**src/rtl/core/sse_pkg.sv**
```systemverilog
// sse_pkg: widths, register indexes, sequencer states and constants of the
// snow / soil zone step block, plus the elaboration-time root table for exp2.
// no dependencies
package sse_pkg;

    // field widths
    localparam int TEMP_W     = 23;
    localparam int PRECIP_W   = 25;
    localparam int PEV_W      = 22;
    localparam int STORE_W    = 31;
    localparam int THR_W      = 20;
    localparam int BAND_W     = 19;
    localparam int RATE_W     = 21;
    localparam int HOLD_W     = 17;
    localparam int CAP_W      = 27;
    localparam int BETA_W     = 20;
    localparam int CORR_W     = 18;

    // stream and config port widths
    localparam int IN_TDATA_W  = 72;
    localparam int OUT_TDATA_W = 192;
    localparam int CFG_DATA_W  = 27;
    localparam int CFG_IDX_W   = 3;

    // shared arithmetic units
    localparam int MUL_W      = 33;
    localparam int PROD_W     = 2 * MUL_W;
    localparam int DIV_NUM_W  = 56;
    localparam int DIV_DEN_W  = 28;
    localparam int DIV_CNT_W  = $clog2(DIV_NUM_W + 1);

    // constants
    localparam logic [STORE_W-1:0] STORE_MAX   = 31'h7FFF_FFFF;
    localparam logic [STORE_W-1:0] SOIL_FLOOR  = 31'd7;
    localparam logic [STORE_W-1:0] PE_LIMIT    = 31'd39321;
    localparam logic [STORE_W-1:0] DSOIL_LIMIT = 31'd694681;
    localparam logic [MUL_W-1:0]   ONE_Q32     = 33'h1_0000_0000;
    localparam logic [CORR_W-1:0]  SNOW_CORR_DEFAULT = 18'd65536;

    // register reset values
    localparam logic [THR_W-1:0]  THR_RESET   = 20'd0;
    localparam logic [BAND_W-1:0] BAND_RESET  = 19'd65536;
    localparam logic [RATE_W-1:0] MELT_RESET  = 21'd196608;
    localparam logic [RATE_W-1:0] REFR_RESET  = 21'd9830;
    localparam logic [HOLD_W-1:0] HOLD_RESET  = 17'd6554;
    localparam logic [CAP_W-1:0]  FCAP_RESET  = 27'd13107200;
    localparam logic [CAP_W-1:0]  ELIM_RESET  = 27'd9830400;
    localparam logic [BETA_W-1:0] BETA_RESET  = 20'd131072;

    typedef enum logic [CFG_IDX_W-1:0] {
        CFG_THRESHOLD_TEMP  = 3'd0,
        CFG_MIX_HALF_BAND   = 3'd1,
        CFG_MELT_FACTOR     = 3'd2,
        CFG_REFREEZE_RATE   = 3'd3,
        CFG_WATER_HOLD_FRAC = 3'd4,
        CFG_FIELD_CAPACITY  = 3'd5,
        CFG_EVAP_LIMIT      = 3'd6,
        CFG_SHAPE_BETA      = 3'd7
    } cfg_index_t;

    typedef enum logic [4:0] {
        ST_IDLE,
        ST_SPLIT,
        ST_RAIN_DIV,
        ST_RAIN_WAIT,
        ST_MELT_MUL,
        ST_MELT_APPLY,
        ST_LDMAX_MUL,
        ST_LDMAX_APPLY,
        ST_REFR_MUL,
        ST_REFR_APPLY,
        ST_SNOWC_MUL,
        ST_SNOWC_APPLY,
        ST_SOIL,
        ST_RATIO_WAIT,
        ST_LOG_MUL,
        ST_LOG_STEP,
        ST_BETA_MUL,
        ST_BETA_APPLY,
        ST_EXP_MUL,
        ST_EXP_STEP,
        ST_HSW_MUL,
        ST_HSW_APPLY,
        ST_EVAP,
        ST_ETP_DIV,
        ST_ETP_WAIT,
        ST_FINAL
    } sse_state_t;

    typedef struct packed {
        logic                 start;
        logic [DIV_NUM_W-1:0] num;
        logic [DIV_DEN_W-1:0] den;
    } div_req_t;

    typedef struct packed {
        logic                 done;
        logic [DIV_NUM_W-1:0] quo;
    } div_rsp_t;

    typedef logic [15:0][31:0] root_tab_t;

    // saturate a grown sum to the store range
    function automatic logic [STORE_W-1:0] sat31(input logic [STORE_W+1:0] v);
        logic [STORE_W-1:0] r;
        if (v > {2'b00, STORE_MAX})
            r = STORE_MAX;
        else
            r = v[STORE_W-1:0];
        return r;
    endfunction

    // integer square root, bit by bit
    function automatic logic [63:0] isqrt64(input logic [63:0] n_in);
        logic [63:0] n;
        logic [63:0] res;
        logic [63:0] bit_v;
        n     = n_in;
        res   = 64'd0;
        bit_v = 64'h4000_0000_0000_0000;
        for (int j = 0; j < 32; j++) begin
            if (bit_v > n)
                bit_v = bit_v >> 2;
        end
        for (int j = 0; j < 32; j++) begin
            if (bit_v != 64'd0) begin
                if (n >= res + bit_v) begin
                    n   = n - (res + bit_v);
                    res = (res >> 1) + bit_v;
                end
                else begin
                    res = res >> 1;
                end
                bit_v = bit_v >> 2;
            end
        end
        return res;
    endfunction

    // 2^(-2^-i) in Q0.32 for i = 1..16, each the root of the one before
    function automatic root_tab_t make_roots();
        root_tab_t   tab;
        logic [63:0] c;
        c = 64'h0000_0000_8000_0000;
        for (int i = 0; i < 16; i++) begin
            c      = isqrt64({c[31:0], 32'd0});
            tab[i] = c[31:0];
        end
        return tab;
    endfunction

    localparam root_tab_t EXP_ROOTS = make_roots();

endpackage

```
**src/rtl/core/sse_mul.sv**
```systemverilog
// sse_mul: shared unsigned multiplier with a registered product
// depends on sse_pkg
module sse_mul (
    input  logic                       clk,
    input  logic [sse_pkg::MUL_W-1:0]  a,
    input  logic [sse_pkg::MUL_W-1:0]  b,
    output logic [sse_pkg::PROD_W-1:0] prod
);
    import sse_pkg::*;

    logic [PROD_W-1:0] prod_reg;
    logic [PROD_W-1:0] prod_next;

    assign prod_next = {{MUL_W{1'b0}}, a} * {{MUL_W{1'b0}}, b};

    always_ff @(posedge clk)
    begin
        prod_reg <= prod_next;
    end

    assign prod = prod_reg;

endmodule

```
**config.mk**
```make
export PLATFORM = sky130hd
export DESIGN_NAME = sse_mul
export DESIGN_NICKNAME = d
export VERILOG_FILES = /design/src/rtl/core/sse_pkg.sv /design/src/rtl/core/sse_mul.sv
export SDC_FILE = /design/constraint.sdc
export NUM_CORES = 2
export LEC_CHECK = 0
export BUFFER_PORTS_ARGS = -buffer_cell sky130_fd_sc_hd__buf_2
export CAP_MARGIN = 10
export CORE_MARGIN = 4
export CORE_UTILIZATION = 60
export DETAILED_ROUTE_END_ITERATION = 7
export PLACE_DENSITY = 0.78
export REMOVE_ABC_BUFFERS = 1
export SLEW_MARGIN = 20
export SYNTH_ARGS = -nofsm -noshare
export SYNTH_HDL_FRONTEND = slang
export SYNTH_SLANG_ARGS = --single-unit
```
**constraint.sdc**
```tcl
create_clock -name clk -period 14.4 [get_ports clk]
set_input_delay 1.44 -clock clk [delete_from_list [all_inputs] [get_ports clk]]
set_output_delay 1.44 -clock clk [all_outputs]
set_load 0.02 [all_outputs]
```
==> impl_metrics.toml <==
[outcome]
status = "finished, final reports clean"

[setup_path]
worst_ep_required_time_ps = 14640
startpoint = "a[19]"
arrival_ps = 9370
slowest_delay_ps = 540
crit_path_start_kind = "input port"
critPathMaxFanout = 33
crit_type = "in2reg"
crit_path_end_kind = "register"
crit_slowest_cell = "fa_1"

[placement]
routabilityCongestion = 0.938
place_ws_ps = 4950
dp_hpwl_um = 73600
numPortBuffers = 132

[sta]
setup_viol = 0
fin_crit_sh_pct = 63.5
max_freq_mhz = 109
slew_headroom_pct = 35.3
drv_slew = 0
worstMarginPinSlew_ps = 971
tns_ps = 0
fin_ws_ps = 5260
finalHoldViolCount = 0
fin_crit_ps = 9140
rsz0062_at_grt = "false"

[floorplan]
die_w_um = 256
num_io_pins = 133
num_rows = 90
core_um2 = 60500
die-area_um2 = 65300
start_util_pct = 60.8
die_y_um = 256

[logic_synthesis]
synth-seq-area-share_pct = 3.59
syn-instance-count = 4077
async_flop_share_pct = 0
synth_top_area_cell = "fa_1"
synth_top_family_by_area = "adder cells"
ys_seq_elements = 66
synth_area_leaders = "fa_1 (52%), inv_1 (11%), and2_1 (9.8%)"
synth-compound-area-share_pct = 3.56
synthXorXnorAreaFrac_pct = 1.50
syn_area_um2 = 36800
synth_cell_types = 58
avgSynthCellArea_um2 = 9.02
synth-main-ff-cell = "dfxtp_1"
synthTopCellsByCount = "inv_1 (1048), fa_1 (958), and2_1 (574)"
synthAdderAreaFrac_pct = 61.2
synth-edff-count = 0
yosysTopAreaCellShare_pct = 52.2
yosys.area_share.simple_pct = 17.1
synth_mux_area_share_pct = 0
yosysWarnings = 0
yosys.cell_count.top_type = "inv_1"

[drt]
routed_wl_um = 93400
route.detailed.drc = 0
wl_per_cell_um = 19.5
dr_total_vias = 26900
drt_iter0_markers = 1736
antenna_left = 0
via_per_inst = 5.60
dr.pass1.iters = 6

[global_route]
grt_pass1_wl_um = 154000
grt_max_degree = 34
gr-usage-all-layers_pct = 29.6
antenna_found_initial = 0
grt_pass1_vias = 29700
overflow = 0

[clock_tree]
cts_root_buffer = "clkbuf_16"
cts_buffers = 9
clkSinkCount = 66
cts_tree = "built"
ctsHoldBuffers = 0
cts_resized = 0
clockBufferDepth = 2
cts_setup_buffers = 0
cts.htree.levels = 3
clkTransAtPathRegs_ps = 70

[final_layout]
drive_above_1_share_pct = 4.33
largest_register_ffs = 66
fin_nets = 5301
area_growth_pct = 3.27

[worst_hold_path]
hp-start = "a[0]"
worstHoldPathType = "in2reg"

[run]
cap_violations = 0
==> final timing paths <==
| path | to | slack (ps) | cells after the start |
|---|---|---|---|
| worst max-delay path | prod[63]$_DFF_P_ | 5260 | 28 |
| worst min-delay path | prod[0]$_DFF_P_ | 1700 | 3 |
==> layout make-up <==
cell class,instances,area (um2)
Fill cell,4964,22500
Sequential cell,66,1320
Clock inverter,7,106
Tap cell,782,978
Inverter,1048,3930
Timing Repair Buffer,147,773
Antenna cell,1,2.50
Clock buffer,9,225
Multi-Input combinational cell,2739,30600
==> worst max-delay path: cells and delay by family <==
family                   cells  cell delay (ps)
buffers and inverters        9              770
adder cells (fa/ha/maj)      9             4460
AND/OR/NAND/NOR              3             1010
AO/OA/AOI/OAI                7             1660
==> placed cells by master (no fill, tap or decap), drive strengths merged, types with 6 or more instances in the layout <==
cell type / Yosys / routed
buf: 10 / 147
and2: 574 / 574
a21o: 28 / 28
nor3: 10 / 10
a31oi: 6 / 6
inv: 1048 / 1052
xor2: 23 / 23
xnor2: 40 / 40
o21ai: 38 / 38
nand3: 13 / 13
and3: 8 / 8
a21oi: 83 / 83
nor2b: 11 / 11
ha: 265 / 265
dfxtp: 66 / 66
fa: 958 / 958
nor2: 29 / 29
clkbuf: 214 / 9
o21bai: 14 / 14
nand4: 19 / 19
nand2: 569 / 569
==> cell families (layout without fill, tap and decap cells) <==
logic type	count (synthesis)	in the layout
xor gates and xnor gates	63	63
buffers and inverters	1272	1211
adders and majority gates	1223	1223
DFF	66	66
other	0	1
AOI/OAI and AO/OA	208	208
and+or+nand+nor	1245	1245
==> metal layers <==
layer  part of all wire, %  wire [um]  GRT usage, %
met1                    37      34200          36.8
met2                    50      47100          51.1
met3                   7.3       6780          4.81
met4                   5.7       5320          14.2
met5                     0          0             0
==> per-stage QoR <==
step / cell area [um2] / hold slack [ps] / instances / util, %
2_1_floorplan: 35900 / 1560 / 3853 / -
5_1_grt: 38000 / 1700 / 4798 / 62.8
6_report: 38000 / 1700 / 4799 / 62.8
4_1_cts: 38000 / 1680 / 4798 / 62.8
3_3_place_gp: 37600 / 1860 / 4782 / 62.2
3_5_place_dp: 37600 / 1860 / 4782 / 62.2
Power is not shown: default switching activity piles up to over one toggle a cycle in this logic, so the estimate is an artifact.
