**config.mk**
```make
export PLATFORM = sky130hd
export DESIGN_NAME = sse_div
export DESIGN_NICKNAME = d
export VERILOG_FILES = /design/src/rtl/core/sse_pkg.sv /design/src/rtl/core/sse_div.sv
export SDC_FILE = /design/constraint.sdc
export NUM_CORES = 1
export LEC_CHECK = 0
export BUFFER_PORTS_ARGS = -buffer_cell sky130_fd_sc_hd__buf_2
export CAP_MARGIN = 20
export CORE_MARGIN = 2
export CORE_UTILIZATION = 50
export DETAILED_ROUTE_END_ITERATION = 12
export PLACE_DENSITY = 0.74
export SYNTH_ARGS = -nofsm -noshare
export SYNTH_HDL_FRONTEND = slang
export SYNTH_SLANG_ARGS = --single-unit
```
**constraint.sdc**
```tcl
create_clock -name clk -period 2.5 [get_ports clk]
set_input_delay 0.25 -clock clk [delete_from_list [all_inputs] [get_ports clk]]
set_output_delay 0.25 -clock clk [all_outputs]
set_load 0.03 [all_outputs]
```
**src/rtl/core/sse_pkg.sv**
```systemverilog
// sse_pkg: widths, register indexes, sequencer states and constants of the
// snow / soil zone step block, plus the elaboration-time root table for exp2.
// no dependencies
package sse_pkg;

    // field widths
    localparam int TEMP_W     = 23;
    localparam int PRECIP_W   = 25;
    localparam int PEV_W      = 22;
    localparam int STORE_W    = 31;
    localparam int THR_W      = 20;
    localparam int BAND_W     = 19;
    localparam int RATE_W     = 21;
    localparam int HOLD_W     = 17;
    localparam int CAP_W      = 27;
    localparam int BETA_W     = 20;
    localparam int CORR_W     = 18;

    // stream and config port widths
    localparam int IN_TDATA_W  = 72;
    localparam int OUT_TDATA_W = 192;
    localparam int CFG_DATA_W  = 27;
    localparam int CFG_IDX_W   = 3;

    // shared arithmetic units
    localparam int MUL_W      = 33;
    localparam int PROD_W     = 2 * MUL_W;
    localparam int DIV_NUM_W  = 56;
    localparam int DIV_DEN_W  = 28;
    localparam int DIV_CNT_W  = $clog2(DIV_NUM_W + 1);

    // constants
    localparam logic [STORE_W-1:0] STORE_MAX   = 31'h7FFF_FFFF;
    localparam logic [STORE_W-1:0] SOIL_FLOOR  = 31'd7;
    localparam logic [STORE_W-1:0] PE_LIMIT    = 31'd39321;
    localparam logic [STORE_W-1:0] DSOIL_LIMIT = 31'd694681;
    localparam logic [MUL_W-1:0]   ONE_Q32     = 33'h1_0000_0000;
    localparam logic [CORR_W-1:0]  SNOW_CORR_DEFAULT = 18'd65536;

    // register reset values
    localparam logic [THR_W-1:0]  THR_RESET   = 20'd0;
    localparam logic [BAND_W-1:0] BAND_RESET  = 19'd65536;
    localparam logic [RATE_W-1:0] MELT_RESET  = 21'd196608;
    localparam logic [RATE_W-1:0] REFR_RESET  = 21'd9830;
    localparam logic [HOLD_W-1:0] HOLD_RESET  = 17'd6554;
    localparam logic [CAP_W-1:0]  FCAP_RESET  = 27'd13107200;
    localparam logic [CAP_W-1:0]  ELIM_RESET  = 27'd9830400;
    localparam logic [BETA_W-1:0] BETA_RESET  = 20'd131072;

    typedef enum logic [CFG_IDX_W-1:0] {
        CFG_THRESHOLD_TEMP  = 3'd0,
        CFG_MIX_HALF_BAND   = 3'd1,
        CFG_MELT_FACTOR     = 3'd2,
        CFG_REFREEZE_RATE   = 3'd3,
        CFG_WATER_HOLD_FRAC = 3'd4,
        CFG_FIELD_CAPACITY  = 3'd5,
        CFG_EVAP_LIMIT      = 3'd6,
        CFG_SHAPE_BETA      = 3'd7
    } cfg_index_t;

    typedef enum logic [4:0] {
        ST_IDLE,
        ST_SPLIT,
        ST_RAIN_DIV,
        ST_RAIN_WAIT,
        ST_MELT_MUL,
        ST_MELT_APPLY,
        ST_LDMAX_MUL,
        ST_LDMAX_APPLY,
        ST_REFR_MUL,
        ST_REFR_APPLY,
        ST_SNOWC_MUL,
        ST_SNOWC_APPLY,
        ST_SOIL,
        ST_RATIO_WAIT,
        ST_LOG_MUL,
        ST_LOG_STEP,
        ST_BETA_MUL,
        ST_BETA_APPLY,
        ST_EXP_MUL,
        ST_EXP_STEP,
        ST_HSW_MUL,
        ST_HSW_APPLY,
        ST_EVAP,
        ST_ETP_DIV,
        ST_ETP_WAIT,
        ST_FINAL
    } sse_state_t;

    typedef struct packed {
        logic                 start;
        logic [DIV_NUM_W-1:0] num;
        logic [DIV_DEN_W-1:0] den;
    } div_req_t;

    typedef struct packed {
        logic                 done;
        logic [DIV_NUM_W-1:0] quo;
    } div_rsp_t;

    typedef logic [15:0][31:0] root_tab_t;

    // saturate a grown sum to the store range
    function automatic logic [STORE_W-1:0] sat31(input logic [STORE_W+1:0] v);
        logic [STORE_W-1:0] r;
        if (v > {2'b00, STORE_MAX})
            r = STORE_MAX;
        else
            r = v[STORE_W-1:0];
        return r;
    endfunction

    // integer square root, bit by bit
    function automatic logic [63:0] isqrt64(input logic [63:0] n_in);
        logic [63:0] n;
        logic [63:0] res;
        logic [63:0] bit_v;
        n     = n_in;
        res   = 64'd0;
        bit_v = 64'h4000_0000_0000_0000;
        for (int j = 0; j < 32; j++) begin
            if (bit_v > n)
                bit_v = bit_v >> 2;
        end
        for (int j = 0; j < 32; j++) begin
            if (bit_v != 64'd0) begin
                if (n >= res + bit_v) begin
                    n   = n - (res + bit_v);
                    res = (res >> 1) + bit_v;
                end
                else begin
                    res = res >> 1;
                end
                bit_v = bit_v >> 2;
            end
        end
        return res;
    endfunction

    // 2^(-2^-i) in Q0.32 for i = 1..16, each the root of the one before
    function automatic root_tab_t make_roots();
        root_tab_t   tab;
        logic [63:0] c;
        c = 64'h0000_0000_8000_0000;
        for (int i = 0; i < 16; i++) begin
            c      = isqrt64({c[31:0], 32'd0});
            tab[i] = c[31:0];
        end
        return tab;
    endfunction

    localparam root_tab_t EXP_ROOTS = make_roots();

endpackage

```
**src/rtl/core/sse_div.sv**
```systemverilog
// sse_div: restoring divider, one quotient bit per cycle
// depends on sse_pkg
module sse_div (
    input  logic              clk,
    input  logic              rst_n,
    input  sse_pkg::div_req_t req,
    output sse_pkg::div_rsp_t rsp
);
    import sse_pkg::*;

    logic                 busy_reg, busy_next;
    logic                 done_reg, done_next;
    logic [DIV_CNT_W-1:0] cnt_reg, cnt_next;
    logic [DIV_NUM_W-1:0] num_reg, num_next;
    logic [DIV_DEN_W-1:0] rem_reg, rem_next;
    logic [DIV_DEN_W-1:0] den_reg, den_next;
    logic [DIV_DEN_W:0]   trial;
    logic                 fits;

    assign trial = {rem_reg, num_reg[DIV_NUM_W-1]};
    assign fits  = (trial >= {1'b0, den_reg});

    always_comb
    begin
        busy_next = busy_reg;
        done_next = 1'b0;
        cnt_next  = cnt_reg;
        num_next  = num_reg;
        rem_next  = rem_reg;
        den_next  = den_reg;
        if (req.start) begin
            busy_next = 1'b1;
            cnt_next  = DIV_CNT_W'(DIV_NUM_W);
            num_next  = req.num;
            rem_next  = '0;
            den_next  = req.den;
        end
        else if (busy_reg) begin
            if (fits)
                rem_next = DIV_DEN_W'(trial - {1'b0, den_reg});
            else
                rem_next = trial[DIV_DEN_W-1:0];
            num_next = {num_reg[DIV_NUM_W-2:0], fits};
            cnt_next = cnt_reg - 1'b1;
            if (cnt_reg == DIV_CNT_W'(1)) begin
                busy_next = 1'b0;
                done_next = 1'b1;
            end
        end
    end

    always_ff @(posedge clk or negedge rst_n)
    begin
        if (!rst_n) begin
            busy_reg <= 1'b0;
            done_reg <= 1'b0;
            cnt_reg  <= '0;
        end
        else begin
            busy_reg <= busy_next;
            done_reg <= done_next;
            cnt_reg  <= cnt_next;
        end
    end

    always_ff @(posedge clk)
    begin
        num_reg <= num_next;
        rem_reg <= rem_next;
        den_reg <= den_next;
    end

    assign rsp.done = done_reg;
    assign rsp.quo  = num_reg;

endmodule

```
==> results by group <==
Yosys
  – Synth Register Bits: 120
  – Post-Synthesis Cell Area: about 0.0067 mm²
  – Most frequent cell after synthesis: edfxtp_1
  – Synth area leaders: edfxtp_1 38%, mux2_2 9.5%, dfxtp_1 8.3%
  – Most frequent cells after synthesis: 84 x edfxtp_1, 57 x mux2_2, 45 x nor2_1
  – Post-Syn Area per Cell: 11.1 µm²
  – Syn Inst Count: 604
  – Post-synth EDFFs: 84
  – Synth cell types: 69
  – Top_reg_cell synth: edfxtp_1
  – Post-Syn Nets: 722
  – Register area share after synthesis: 0.488
  – Top cell type's share of synthesized area: 0.375
  – Synth area leader: edfxtp_1
  – Ys async rst share: 0.0667
  – Yosys warnings: 0

Detailed routing
  – DR WL/cell: 19.1 µm
  – Vias per cell: approximately 5.8
  – Iter 0 DRT Violations: 397
  – # DRC: 0
  – DRT Wirelength: 20,000 µm
  – Routed Antenna Nets: 0
  – Vias: 6,098
  – Drt pass-1 iters: 5

Layout
  – N_diodes: 0
  – Layout overhead on the synthesized area: 47.8%
  – Area of the multi-input gates: 0.00387 mm²
  – Post-layout util: 0.753
  – Storage element area: 0.00328 mm²
  – Layout cell share with drive strength beyond 1: 0.513
  – Nets: slightly below 1,000
  – Max reg flops: 56
  – Filler cell count in the final layout: 832

Timing
  – Slew @ Worst Pin: 0.725 ns
  – Final setup margin: -0.267 ns
  – Slew Viols, Final: 0
  – Fin. Hold Viols: 0
  – Slew HR: 0.517
  – Fin crit share: 1.11
  – Final Critical Period: 2.77 ns
  – Unrepaired setup endpoints after global routing: yes
  – Worst hold slack: 0.0144 ns
  – # setup viols final: 29
  – Worst clock skew: 0.00652 ns
  – Maximum clock frequency: 361 MHz

Clocking
  – Root Driver: clkbuf_16
  – H-Tree Depth: 4
  – CTS Buffer Depth: 2
  – Clock Pin Slew Worst Setup and Hold Paths: 0.05 ns
  – TritonCTS Buffers: 17
  – Clock sink count: 120
  – Clk_lat worst skew: 0.42 ns
  – TritonCTS clock tree: built

Placed design
  – Hpwl dp: approximately 12,000 µm
  – RD Place Congestion: 0.900
  – Number of buffers added on ports: 143

Floorplan
  – FP Rows: 42
  – Die X-Extent: 120 µm
  – DIE AREA: 0.0144 mm²
  – Die H: 120 µm
  – # IOs: between 100 and 150
  – Initial Utilization: 0.510
  – Core area: between 0.01 and 0.015 mm²

Worst setup path
  – CP required: between 2 and 3 ns
  – Crit path kind: reg2reg
  – R2R Path Start: den_reg[1]$_DFFE_PP_
  – Worst r2r path cells: 14
  – Data arrival time of the worst path: 3.09 ns
  – CP max FO: 5
  – Worst setup EP type: flip-flop
  – R2r endpoint: rem_reg[14]$_SDFFE_PP0P_
  – CP startpoint kind: flip-flop
  – Register-to-register setup slack: -0.27 ns

GRT
  – First-pass GRT wire length: 29,000 µm
  – Total congestion overflow: 0
  – GR Util All Layers: 0.254
  – Initial antenna violation count: 0
  – Vias in the first global route: just under 6,000
  – Largest net degree at the start of global routing: 82

Power and ir drop
  – Max rail drop VDD: 0.647 mV
  – Cell area power density: 919 mW/mm²
  – Lkg Pwr: 4.23 nW

Hold path
  – Worst hold path depth: 1
  – Hold Path End: den_reg[18]$_DFFE_PP_
  – Worst hold path type: in2reg
  – Hold Crit Start: req[18]

Run
  – Total of max-cap violations: 0

Outcome
  – Failing checks: negative setup slack
  – Run status: complete, but fails checks
logic make-up after synthesis:
kind of cell	after synthesis	share of synthesized area
flip-flops	120	0.488
AND/OR/NAND/NOR	151	0.114
buffers and inverters	73	0.0458
XOR/XNOR	28	0.0365
adder cells (fa/ha/maj)	31	0.0588
AO/OA/AOI/OAI	143	0.160
multiplexers	58	0.0970
cell usage in the layout, fill, tap and decap left out, types with 5 or more instances in the layout:
cell,instances
nor3_1,7
o21ai_2,8
buf_2,142
o21bai_1,7
a31oi_1,6
a21oi_2,5
a21o_1,17
a311oi_2,13
a311oi_1,9
ha_1,14
buf_6,13
o21ai_1,13
buf_12,5
xor2_1,9
mux2_2,57
ha_4,16
xnor2_1,19
nor3b_1,5
clkbuf_16,17
nand3_1,13
a21oi_1,12
edfxtp_1,84
nor2_1,44
dfxtp_1,28
o21a_1,6
inv_1,32
and3_1,8
dfrtp_1,8
nand2_1,23
o21ai_0,10
buf_4,90
nand3_2,14
dlygate4sd3_1,19
area by class of cell:
class	instances	share of cell area
Timing Repair Buffer	270	0.185
Clock buffer	19	0.0436
Inverter	37	0.0144
Tap cell	176	0.0222
Clock inverter	13	0.0149
Sequential cell	120	0.330
Multi-Input combinational cell	414	0.390
layer usage:
layer / global-route usage / vias up / share of wire
met5: 0 / - / 0
met4: 0.0779 / 0 / 0.030
met3: 0.0713 / 62 / 0.065
met2: 0.427 / 267 / 0.51
met1: 0.317 / 2976 / 0.40
li1: - / 2793 / -
metrics by stage:
| stage | setup WS [ns] | area [µm²] | power (W) | TNS [ns] | cells |
|---|---|---|---|---|---|
| floorplan | -0.172 | 6780 | 0.00467 | -0.464 | 604 |
| global placement | -0.145 | 8190 | 0.00568 | -1.77 | 969 |
| detailed placement | -0.234 | 8190 | 0.00576 | -3.38 | 969 |
| CTS | -0.111 | 9320 | 0.00848 | -0.692 | 1031 |
| global route | -0.358 | 9930 | 0.00952 | -7.78 | 1049 |
| finish | -0.267 | 9930 | 0.00913 | -5.10 | 1049 |
where the power goes:
group	internal (W)	switching, W	total, W	leakage [nW]
combinational	0.00189	0.00212	0.00401	2.77
clock	0.00148	0.000933	0.00241	0.276
sequential	0.00246	0.000257	0.00271	1.19
timing repair:
item / 4_1_cts / 5_1_grt
hold buffers: 16 / 3
gates resized for setup: 48 / 85
setup endpoints to repair: 29 / 29
endpoints found under the hold margin: 23 / 3
setup buffers: 11 / 14
pin swaps: 30 / 40
cloned: 3 / 1
worst max-delay path, cell delays in order (launching register included):
cell,delay [ns]
edfxtp_1,0.42
inv_2,0.09
ha_4,0.20
nor2b_4,0.13
o21bai_1,0.16
buf_4,0.17
a211oi_4,0.07
o2111ai_2,0.21
nand2_2,0.17
o31ai_4,0.28
buf_12,0.17
buf_4,0.12
buf_8,0.12
nand3_1,0.10
a311oi_2,0.28
how the worst max path moves through the flow:
stage                               start                       end  slack [ns]  depth (start not counted)
detailed placement   den_reg[3]$_DFFE_PP_  rem_reg[21]$_SDFFE_PP0P_       -0.23                         10
global route         den_reg[6]$_DFFE_PP_  rem_reg[14]$_SDFFE_PP0P_       -0.36                         13
finish               den_reg[1]$_DFFE_PP_  rem_reg[14]$_SDFFE_PP0P_       -0.27                         14
CTS                  den_reg[0]$_DFFE_PP_  rem_reg[26]$_SDFFE_PP0P_       -0.11                         11
global placement    den_reg[16]$_DFFE_PP_  rem_reg[21]$_SDFFE_PP0P_       -0.15                          9
floorplan           num_reg[55]$_DFFE_PP_  rem_reg[22]$_SDFFE_PP0P_       -0.17                         11
Note: power is estimated with default switching activity, not from simulation.
